==> src/rtl/core/cnlv_pkg.sv <==
// ----------------------------------------------------------------------------
// cnlv_pkg
// Shared types, constants and helpers for the card number Luhn checker.
// ----------------------------------------------------------------------------
package cnlv_pkg;

  localparam int unsigned ValueW       = 54;  // binary card number width
  localparam int unsigned NumDigits    = 17;  // decimal digits that fit in ValueW bits
  localparam int unsigned BitsPerStage = 6;   // double-dabble shifts per stage
  localparam int unsigned BcdStages    = ValueW / BitsPerStage;
  localparam int unsigned MaxDigits    = 16;  // longest number that may pass
  localparam int unsigned LenW         = 5;
  localparam int unsigned PartDigits   = 5;   // digits per partial Luhn sum
  localparam int unsigned NumParts     = (NumDigits + PartDigits - 1) / PartDigits;
  localparam int unsigned PartW        = 6;   // holds 5 * 9
  localparam int unsigned SumW         = 8;   // holds 17 * 9
  localparam int unsigned InTdataW     = ((ValueW + 7) / 8) * 8;
  localparam int unsigned OutTdataW    = 8;

  localparam logic [LenW-1:0] LenShort = LenW'(13);
  localparam logic [LenW-1:0] LenMid   = LenW'(15);
  localparam logic [LenW-1:0] LenLong  = LenW'(16);

  typedef logic [3:0]                digit_t;
  typedef digit_t [NumDigits-1:0]    bcd_t;
  typedef logic [ValueW-1:0]         value_t;
  typedef logic [PartW-1:0]          part_t;

  typedef enum logic [1:0] {
    VerdictInvalid    = 2'd0,
    VerdictAmex       = 2'd1,
    VerdictMastercard = 2'd2,
    VerdictVisa       = 2'd3
  } verdict_e;

  // double-dabble correction: add 3 to a digit of 5 or more before the shift
  function automatic digit_t dabble_adj(digit_t d);
    return (d >= 4'd5) ? digit_t'(d + 4'd3) : d;
  endfunction

  // Luhn doubling: 2d, less 9 when it exceeds 9
  function automatic digit_t luhn_double(digit_t d);
    logic [4:0] dbl;
    dbl = {d, 1'b0};
    return (dbl > 5'd9) ? digit_t'(dbl - 5'd9) : dbl[3:0];
  endfunction

endpackage

==> src/rtl/core/cnlv_bcd_stage.sv <==
// ----------------------------------------------------------------------------
// cnlv_bcd_stage
// One registered binary-to-BCD stage: BitsPerStage shift-and-add-3 steps.
// ----------------------------------------------------------------------------
module cnlv_bcd_stage (
  input  logic            clk_i,
  input  logic            rst_ni,
  input  logic            en_i,
  input  logic            valid_i,
  input  cnlv_pkg::bcd_t   bcd_i,
  input  cnlv_pkg::value_t bin_i,
  output logic            valid_o,
  output cnlv_pkg::bcd_t   bcd_o,
  output cnlv_pkg::value_t bin_o
);

  logic             valid_q;
  cnlv_pkg::bcd_t   bcd_d, bcd_q;
  cnlv_pkg::value_t bin_d, bin_q;

  always_comb begin
    logic [cnlv_pkg::NumDigits*4-1:0] flat;
    bcd_d = bcd_i;
    bin_d = bin_i;
    for (int s = 0; s < int'(cnlv_pkg::BitsPerStage); s++) begin
      for (int k = 0; k < int'(cnlv_pkg::NumDigits); k++) begin
        bcd_d[k] = cnlv_pkg::dabble_adj(bcd_d[k]);
      end
      flat  = {bcd_d[cnlv_pkg::NumDigits-1:0]};
      flat  = {flat[cnlv_pkg::NumDigits*4-2:0], bin_d[cnlv_pkg::ValueW-1]};
      bcd_d = cnlv_pkg::bcd_t'(flat);
      bin_d = {bin_d[cnlv_pkg::ValueW-2:0], 1'b0};
    end
  end

  always_ff @(posedge clk_i or negedge rst_ni) begin
    if (!rst_ni) begin
      valid_q <= 1'b0;
    end else if (en_i) begin
      valid_q <= valid_i;
    end
  end

  always_ff @(posedge clk_i) begin
    if (en_i) begin
      bcd_q <= bcd_d;
      bin_q <= bin_d;
    end
  end

  assign valid_o = valid_q;
  assign bcd_o   = bcd_q;
  assign bin_o   = bin_q;

endmodule

==> src/rtl/core/cnlv_eval.sv <==
// ----------------------------------------------------------------------------
// cnlv_eval
// Digit count, brand prefix and Luhn sum over the decimal digits, three stages.
// ----------------------------------------------------------------------------
module cnlv_eval (
  input  logic              clk_i,
  input  logic              rst_ni,
  input  logic              en_i,
  input  logic              valid_i,
  input  cnlv_pkg::bcd_t     bcd_i,
  output logic [2:0]        vld_o,
  output cnlv_pkg::verdict_e verdict_o
);

  // stage 1: length, leading pair, Luhn-mapped digits
  logic [cnlv_pkg::LenW-1:0] len_d, len_q;
  cnlv_pkg::digit_t          hi_d, hi_q, lo_d, lo_q;
  cnlv_pkg::bcd_t            ldig_d, ldig_q;
  // stage 2: brand and partial sums
  cnlv_pkg::verdict_e        brand_d, brand_q;
  cnlv_pkg::part_t [cnlv_pkg::NumParts-1:0] part_d, part_q;
  // stage 3: final verdict
  cnlv_pkg::verdict_e        verdict_d, verdict_q;
  logic [2:0]                vld_q;

  always_comb begin
    len_d  = '0;
    hi_d   = '0;
    lo_d   = '0;
    for (int i = 0; i < int'(cnlv_pkg::NumDigits); i++) begin
      if (bcd_i[i] != 4'd0) begin
        len_d = cnlv_pkg::LenW'(i + 1);
        hi_d  = bcd_i[i];
        lo_d  = (i > 0) ? bcd_i[(i > 0) ? i - 1 : 0] : 4'd0;
      end
      ldig_d[i] = ((i % 2) == 1) ? cnlv_pkg::luhn_double(bcd_i[i]) : bcd_i[i];
    end
  end

  always_comb begin
    logic len_ok;
    len_ok = (len_q <= cnlv_pkg::LenW'(cnlv_pkg::MaxDigits)) &&
             ((len_q == cnlv_pkg::LenShort) || (len_q == cnlv_pkg::LenMid) ||
              (len_q == cnlv_pkg::LenLong));
    if (!len_ok) begin
      brand_d = cnlv_pkg::VerdictInvalid;
    end else if (hi_q == 4'd3 && (lo_q == 4'd4 || lo_q == 4'd7)) begin
      brand_d = cnlv_pkg::VerdictAmex;
    end else if (hi_q == 4'd5 && lo_q >= 4'd1 && lo_q <= 4'd5) begin
      brand_d = cnlv_pkg::VerdictMastercard;
    end else if (hi_q == 4'd4) begin
      brand_d = cnlv_pkg::VerdictVisa;
    end else begin
      brand_d = cnlv_pkg::VerdictInvalid;
    end
    for (int p = 0; p < int'(cnlv_pkg::NumParts); p++) begin
      part_d[p] = '0;
      for (int k = 0; k < int'(cnlv_pkg::PartDigits); k++) begin
        if (p * int'(cnlv_pkg::PartDigits) + k < int'(cnlv_pkg::NumDigits)) begin
          part_d[p] = part_d[p] +
            cnlv_pkg::PartW'(ldig_q[p * int'(cnlv_pkg::PartDigits) + k]);
        end
      end
    end
  end

  always_comb begin
    logic [cnlv_pkg::SumW-1:0] sum;
    logic                      mult10;
    sum    = '0;
    mult10 = 1'b0;
    for (int p = 0; p < int'(cnlv_pkg::NumParts); p++) begin
      sum = sum + cnlv_pkg::SumW'(part_q[p]);
    end
    // multiple-of-ten test against every multiple that fits
    for (int m = 0; m * 10 < (1 << cnlv_pkg::SumW); m++) begin
      if (sum == cnlv_pkg::SumW'(m * 10)) begin
        mult10 = 1'b1;
      end
    end
    verdict_d = mult10 ? brand_q : cnlv_pkg::VerdictInvalid;
  end

  always_ff @(posedge clk_i or negedge rst_ni) begin
    if (!rst_ni) begin
      vld_q <= '0;
    end else if (en_i) begin
      vld_q <= {vld_q[1:0], valid_i};
    end
  end

  always_ff @(posedge clk_i) begin
    if (en_i) begin
      len_q     <= len_d;
      hi_q      <= hi_d;
      lo_q      <= lo_d;
      ldig_q    <= ldig_d;
      brand_q   <= brand_d;
      part_q    <= part_d;
      verdict_q <= verdict_d;
    end
  end

  assign vld_o     = vld_q;
  assign verdict_o = verdict_q;

endmodule

==> src/rtl/core/card_number_luhn_validator.sv <==
// ----------------------------------------------------------------------------
// card_number_luhn_validator
// Luhn mod-10 card number check with brand decode, fully pipelined.
// ----------------------------------------------------------------------------
//
//  channel  | dir | tdata bits (low to high)          | request
//  ---------+-----+-----------------------------------+-------------------------
//  s_axis   | in  | card_value[53:0], 2'b0 pad        | one card number
//  m_axis   | out | verdict[1:0], 6'b0 pad            | 0 inv,1 amex,2 mc,3 visa
//
//  The pipe has 9 binary-to-BCD stages (6 bits each) followed by 3
//  evaluation stages (length/prefix/digit map, brand/partial sums, final sum).
//  A new request may enter every cycle that the output is not stalled.
//  All stages advance together on one enable; when the output holds an untaken
//  result, the whole pipe freezes and s_axis_tready drops.
//  Reset clears only the stage valid bits; data registers are not reset.
//
module card_number_luhn_validator (
  input  logic                           clk_i,
  input  logic                           rst_ni,
  input  logic                           s_axis_tvalid,
  output logic                           s_axis_tready,
  input  logic [cnlv_pkg::InTdataW-1:0]  s_axis_tdata,   // [53:0] card_value
  output logic                           m_axis_tvalid,
  input  logic                           m_axis_tready,
  output logic [cnlv_pkg::OutTdataW-1:0] m_axis_tdata    // [1:0] verdict
);

  localparam int unsigned NumStages = cnlv_pkg::BcdStages + 3;

  logic                   pipe_en;
  logic                   stg_vld [cnlv_pkg::BcdStages+1];
  cnlv_pkg::bcd_t         stg_bcd [cnlv_pkg::BcdStages+1];
  cnlv_pkg::value_t       stg_bin [cnlv_pkg::BcdStages+1];
  logic [2:0]             eval_vld;
  cnlv_pkg::verdict_e     verdict;
  logic [NumStages-1:0]   vld_vec;

  // whole pipe moves unless the output result is stuck
  assign pipe_en       = !m_axis_tvalid || m_axis_tready;
  assign s_axis_tready = pipe_en;

  // pad bits above the card value are ignored
  assign stg_vld[0] = s_axis_tvalid;
  assign stg_bcd[0] = '0;
  assign stg_bin[0] = s_axis_tdata[cnlv_pkg::ValueW-1:0];

  for (genvar g = 0; g < int'(cnlv_pkg::BcdStages); g++) begin : g_bcd
    cnlv_bcd_stage u_stage (
      .clk_i   (clk_i),
      .rst_ni  (rst_ni),
      .en_i    (pipe_en),
      .valid_i (stg_vld[g]),
      .bcd_i   (stg_bcd[g]),
      .bin_i   (stg_bin[g]),
      .valid_o (stg_vld[g+1]),
      .bcd_o   (stg_bcd[g+1]),
      .bin_o   (stg_bin[g+1])
    );
    assign vld_vec[g] = stg_vld[g+1];
  end

  // the last stage's leftover binary is all zeros by then and is dropped
  cnlv_eval u_eval (
    .clk_i     (clk_i),
    .rst_ni    (rst_ni),
    .en_i      (pipe_en),
    .valid_i   (stg_vld[cnlv_pkg::BcdStages]),
    .bcd_i     (stg_bcd[cnlv_pkg::BcdStages]),
    .vld_o     (eval_vld),
    .verdict_o (verdict)
  );

  assign vld_vec[NumStages-1:cnlv_pkg::BcdStages] = eval_vld;

  assign m_axis_tvalid = eval_vld[2];
  assign m_axis_tdata  = {{(cnlv_pkg::OutTdataW-2){1'b0}}, verdict};

  // no request in flight is lost while the output is not taken
  assert property (@(posedge clk_i) disable iff (!rst_ni)
    !(m_axis_tvalid && m_axis_tready) |=>
      ($countones(vld_vec) >= $past($countones(vld_vec))))
    else $error("pipeline lost a request during a stall");

  // a frozen pipe keeps its occupancy and its result
  assert property (@(posedge clk_i) disable iff (!rst_ni)
    !s_axis_tready |=> ($stable(vld_vec) && $stable(m_axis_tdata)))
    else $error("pipeline moved while stalled");

  // a stalled output keeps its valid bit until it is taken
  assert property (@(posedge clk_i) disable iff (!rst_ni)
    (m_axis_tvalid && !m_axis_tready) |=> m_axis_tvalid)
    else $error("result dropped before it was taken");

endmodule
==> config.mk <==
export PLATFORM = sky130hd
export DESIGN_NAME = card_number_luhn_validator
export DESIGN_NICKNAME = d
export VERILOG_FILES = /design/src/rtl/core/cnlv_pkg.sv /design/src/rtl/core/cnlv_bcd_stage.sv /design/src/rtl/core/cnlv_eval.sv /design/src/rtl/core/card_number_luhn_validator.sv
export SDC_FILE = /design/constraint.sdc
export NUM_CORES = 2
export LEC_CHECK = 0
export BUFFER_PORTS_ARGS = -buffer_cell sky130_fd_sc_hd__clkbuf_2
export CAP_MARGIN = 20
export CORE_MARGIN = 1.5
export CORE_UTILIZATION = 45
export DETAILED_ROUTE_END_ITERATION = 7
export SLEW_MARGIN = 10
export SYNTH_ARGS = -nofsm -noshare
export SYNTH_HDL_FRONTEND = slang
export SYNTH_SLANG_ARGS = --single-unit
==> constraint.sdc <==
create_clock -name clk_i -period 20.8 [get_ports clk_i]
set_input_delay 1.04 -clock clk_i [delete_from_list [all_inputs] [get_ports clk_i]]
set_output_delay 1.04 -clock clk_i [all_outputs]
set_load 0.005 [all_outputs]
=== Yosys cells after proc, flatten, opt, wreduce, memory -nomap -nowiden ===
Cells that the tools add are included.

* Register bits after elaboration: 879
* Bits of input ports: 60
* Output and inout bits: 10
* Word-level logic and storage cells: 2673

* Add/subtract/negate cells: 789
* $lt $le $gt $ge: 776
* Equality and inequality tests: 33
* Multiplexer cells: 851
* Bitwise operators: 1
* Reductions and logical operators: 29

{| class="wikitable"
|+ Operators with widths
! operator !! number
|-
| $mux 4 || 767
|-
| $ge 4x3->1 const B || 748
|-
| $add 4x2->4 const B || 712
|-
| $add 3x2->3 const B || 36
|-
| $mux 3 || 36
|-
| $eq 8x8->1 const B || 13
|-
| $mux 5 || 14
|-
| $reduce_bool 4->1 || 17
|-
| $add 6x4->6 || 9
|-
| $add 1x2->3 const B || 17
|-
| $ge 1x3->1 const B || 17
|-
| $eq 8x7->1 const B || 6
|-
| $gt 5x4->1 const B || 8
|-
| $mux 1 || 32
|-
| $sub 4x4->4 const B || 8
|-
| $eq 8x6->1 const B || 3
|-
| $add 4x4->5 || 4
|-
| $add 8x6->8 || 2
|-
| $eq 4x3->1 const B || 4
|-
| $eq 8x5->1 const B || 2
|-
| $eq 5x4->1 const B || 2
|-
| $eq 8x4->1 const B || 1
|-
| $logic_not 8->1 || 1
|-
| $add 6x6->7 || 1
|-
| other kinds (11) || 19
|}

=== Longest topological paths before layout ===
* Word-level depth: 30
* Mapped depth: 36
* Depth with buffers taken out: 36

=== Hierarchy ===
From an unflattened synthesis, not the netlist that was laid out.

* Cell total of the unflattened synthesis: 19058
* Area total of the unflattened synthesis: 159656.9 µm²

{| class="wikitable"
|+ By module, submodules not included
! module !! times used !! cells each !! area an instance (µm²) !! sequential area each (µm²)
|-
| cnlv_bcd_stage (g_bcd[0].u_stage ...) || 8 || 2043 || 16896.2 || 3508.4
|-
| cnlv_bcd_stage (g_bcd[6].u_stage) || 1 || 2035 || 16868.7 || 3508.4
|-
| cnlv_eval || 1 || 671 || 7563.5 || 3318.2
|-
| card_number_luhn_validator || 1 || 8 || 55.1 || 0.0
|}

=== Worst setup path after synthesis ===
Ideal clock, no wire load.

* Path kind: input to output
* From: in m_axis_tready
* To: out s_axis_tready
* Arrival time: 14269 ps
* Required time: 19760 ps
* Path slack: 5491 ps
* Cell stages on the path: 3
* Buffers on the path: 1
* Cells stage by stage: nor2b_1 clkbuf_1 inv_1

* Longest elaborated chain between the ends: 1

{| class="wikitable"
|+ Ends and longest elaborated chain
! what !! line !! source
|-
| start, declared || card_number_luhn_validator.sv:25 || <nowiki>input logic m_axis_tready,</nowiki>
|-
| $logic_or 1x1->1 || card_number_luhn_validator.sv:40 || <nowiki>assign pipe_en = !m_axis_tvalid || m_axis_tready;</nowiki>
|-
| end, declared || card_number_luhn_validator.sv:22 || <nowiki>output logic s_axis_tready,</nowiki>
|}

Every way passes these cells.

==> results.md <==
* Max-capacitance violation count at 0
* Die width at roughly 420 µm
* Transition time at the pin with the least slew margin at 0.9525 ns
* Initial Utilization at 45.38%
* Number of hold buffers added after cts at 0
* Avg WL per Cell at ~13 µm
* Number of buffers created by CTS at 86
* Setup clock skew after layout at roughly 0.043 ns
* CTS resizes at 0
* First-pass GRT wire length at between 200 and 300 mm
* Global Route Usage Sum at between 10% and 20%
* Total Routed Length at about 140 mm
* Number of antenna violations at the first check in global routing at 0
* Standard-cell row count at between 150 and 200
* Clock latency of the later-clocked register in the worst-skew pair at about 0.74 ns
* Register-to-Register Setup Slack at about 13 ns
* Worst Reg2Reg Path Length in Cells at 33
* Clock-pin slew of the registers on the worst-case setup and hold paths at 0.07 ns
* Kind of end point of the critical path: flip-flop
* Endpoint required time on the critical path at approximately 21 ns
* Total of buffers placed on input and output ports at just over 60
* Result of the run: complete, no violations
* Number of nets with antenna violations after routing at 0
* Worst Setup SP: g_bcd[7].u_stage.bcd_o[20]
* Number of sinks driven by the clock tree at just under 700
* Post-Layout Cell Count at between 10000 and 15000
* Diodes inserted at 0
* Number of primary I/O pins at 70
* Die Footprint at about 180000 µm²
* Largest stage delay, worst path at roughly 0.53 ns
* RSZ-0062 raised after global routing: no
* Final global-route overflow total at 0
* Yosys warnings at 0
* Cell area after technology mapping at just under 80000 µm²
* Layout overhead on the synthesized area at 7.644%
* Number of flip-flops and latches in the synthesized netlist at just under 700
* Detailed Route Iter0 Violations at about 2100
* Maximum fanout encountered on the critical timing path at 10
* Largest cells by area after synthesis: sky130_fd_sc_hd__edfxtp_1 (26%), sky130_fd_sc_hd__ha_1 (16%), sky130_fd_sc_hd__mux2i_1 (7.4%), sky130_fd_sc_hd__inv_1 (5.2%), sky130_fd_sc_hd__xnor2_1 (4.2%)
* Leading cell type in the layout, fill and taps excluded: sky130_fd_sc_hd__inv_1
* Class of the tightest hold or removal check: in2async
* Syn avg cell area at between 9 and 10 µm²
* DRC at 0
* Final setup violating endpoints at 0
* HPWL reported at the end of detailed placement at around 110 mm
* Commonest cells after routing, fill and taps aside: sky130_fd_sc_hd__inv_1 (1100), sky130_fd_sc_hd__ha_1 (985), sky130_fd_sc_hd__edfxtp_1 (672), sky130_fd_sc_hd__mux2i_1 (583)
* Post-Syn Instances at ~8700
* Height of the die at 421.9 µm
* Startpoint class of the critical path: flip-flop
* Via count of the first global-routing pass at ~60000
* Worst reg2reg path endpoint: g_bcd[8].u_stage.bcd_o[22]
* Async set-or-reset flop fraction in the synthesized netlist at under 10%
* Cell type with the highest aggregate area in the netlist: sky130_fd_sc_hd__edfxtp_1
* Predominant post-synthesis flop cell: sky130_fd_sc_hd__edfxtp_1
* Number of optimization iterations in the first detailed-route pass at 5
* Crit-path slowest cell: sky130_fd_sc_hd__a2111oi_0
* Fraction of post-synthesis cell area in the top cell type by area at 25.56%
* Sequential fraction of the synthesis area at approximately a quarter
* Fraction of final layout cells sized beyond drive strength 1 at under 10%
* Pin count of the biggest net entering global routing at between 100 and 150
* Worst hold slack across all endpoints at ~0.18 ns
* Number of H-tree branching levels at 3
* Buffer type at the clock tree root: sky130_fd_sc_hd__clkbuf_16
* Minimum clock period after layout at between 7 and 8 ns
* Relative slew slack at between 30 and 40%
* Avg Vias per Cell at roughly 5.4
* Number of enable flip-flop cells after synthesis at 672
* Crit-path most repeated cell: sky130_fd_sc_hd__ha_1
* Setup bufs post-CTS at 0
* Fin nets at 9930
* Count of vias placed by the detailed router at approximately 60000
* Max Fclk at roughly 0.13 GHz
* Clock tree from TritonCTS: built
* Number of unique standard cell types used by synthesis at 130
* Critical path data arrival time at approximately 8.5 ns
* Worst R2R Start: g_bcd[7].u_stage.bcd_o[20]
* Maximum count of clock buffers along a single path at 3
* Sum of negative setup slack at 0 ns
* Final number of max-transition violations at 0
* Total placed cells including tap cells at roughly 11000
* Routability cong. at approximately 0.85
* FILL cells at approximately 16000
* Final cycle utilization of the critical path at roughly two fifths
* CP Class: reg2reg
* Count of final hold-check violations at 0
* Area of the core at between 150000 and 200000 µm²
## metrics by stage
step / utilization [%] / setup WS, ns / cell area (µm²)
floorplan: - / 5.491 / 78980
global placement: 47.13 / 13.29 / 82010
detailed placement: 47.13 / 13.01 / 82010
CTS: 48.84 / 12.94 / 84990
global route: 48.84 / 12.19 / 85000
finish: 48.84 / 12.88 / 85000
## worst max-delay path by stage
stage	end	slack, ns	depth (start not counted)
after global routing	g_bcd[8].u_stage.bcd_o[22]	12.19	33
final	g_bcd[8].u_stage.bcd_o[22]	12.88	33
after detailed placement	g_bcd[8].u_stage.bcd_o[22]	13.01	33
after CTS	g_bcd[8].u_stage.bcd_o[22]	12.94	33
after floorplan	s_axis_tready	5.49	3
after global placement	g_bcd[8].u_stage.bcd_o[24]	13.29	33
## synthesized netlist by cell type, types with 61 or more instances
cell type / number
sky130_fd_sc_hd__a211o_1: 61
sky130_fd_sc_hd__o211ai_1: 82
sky130_fd_sc_hd__nor2b_1: 266
sky130_fd_sc_hd__nor2_1: 500
sky130_fd_sc_hd__edfxtp_1: 672
sky130_fd_sc_hd__nor3_1: 149
sky130_fd_sc_hd__xnor2_1: 382
sky130_fd_sc_hd__inv_1: 1101
sky130_fd_sc_hd__ha_1: 985
sky130_fd_sc_hd__o21ai_0: 353
sky130_fd_sc_hd__o21bai_1: 61
sky130_fd_sc_hd__a211oi_1: 92
sky130_fd_sc_hd__and2_1: 61
sky130_fd_sc_hd__nand2b_1: 372
sky130_fd_sc_hd__o21ai_1: 126
sky130_fd_sc_hd__a21oi_1: 479
sky130_fd_sc_hd__nand2_1: 500
sky130_fd_sc_hd__nand3_1: 93
sky130_fd_sc_hd__o21a_1: 102
sky130_fd_sc_hd__nor3b_1: 78
sky130_fd_sc_hd__mux2i_1: 583
sky130_fd_sc_hd__mux2_2: 285
sky130_fd_sc_hd__a21o_1: 150
sky130_fd_sc_hd__xor2_1: 66
## flip-flops by register name, summed over array words and instances (netlist names), 3 cells and up
signal	flops
u_eval.part_q	23
g_bcd.u_stage.bin_o	216
u_eval.vld_o	3
u_eval.hi_q	4
u_eval.len_q	5
g_bcd.u_stage.bcd_o	348
u_eval.ldig_q	68
u_eval.lo_q	4
g_bcd.u_stage.valid_o	9
## critical path, delay by kind of cell (launching register included)
family	cells	cell delay, ns
compound gates	7	1.94
xor+xnor	4	1.16
fa+ha+maj	6	1.36
buf+inv	5	0.53
flops	1	0.52
mux	1	0.28
simple gates	10	1.92
## kinds of logic (layout without fill, tap and decap cells)
group / Yosys count / after routing / share of synthesized area, %
compound gates: 2200 / 2200 / 19.24
xor+xnor: 456 / 456 / 5.134
fa+ha+maj: 1020 / 1020 / 16.50
buf+inv: 1188 / 1356 / 5.722
flops: 684 / 684 / 25.94
mux: 925 / 925 / 12.52
other cells: 1 / 6 / 0.004749
simple gates: 2274 / 2274 / 14.95
## routing by layer
layer | vias up | track usage, % | wire, µm
li1 | 31600 | - | -
met1 | 28190 | 17.66 | 62210
met2 | 430 | 31.05 | 74950
met3 | 175 | 2.068 | 2966
met4 | 0 | 4.079 | 3181
met5 | - | 0 | 0
## layout make-up
class	count	area, µm²	area share [%]
clock buffers	100	2267	2.667
repair buffers	74	425.4	0.5005
clock inverters	59	710.7	0.8361
flip-flops and latches	684	20480	24.09
multi-input cells	6881	53980	63.51
well taps	2325	2909	3.423
inverters	1123	4223	4.968
Power is left out: the tool's default activity adds up to more than one toggle a clock period on the data nets, which glitch-free logic cannot reach.
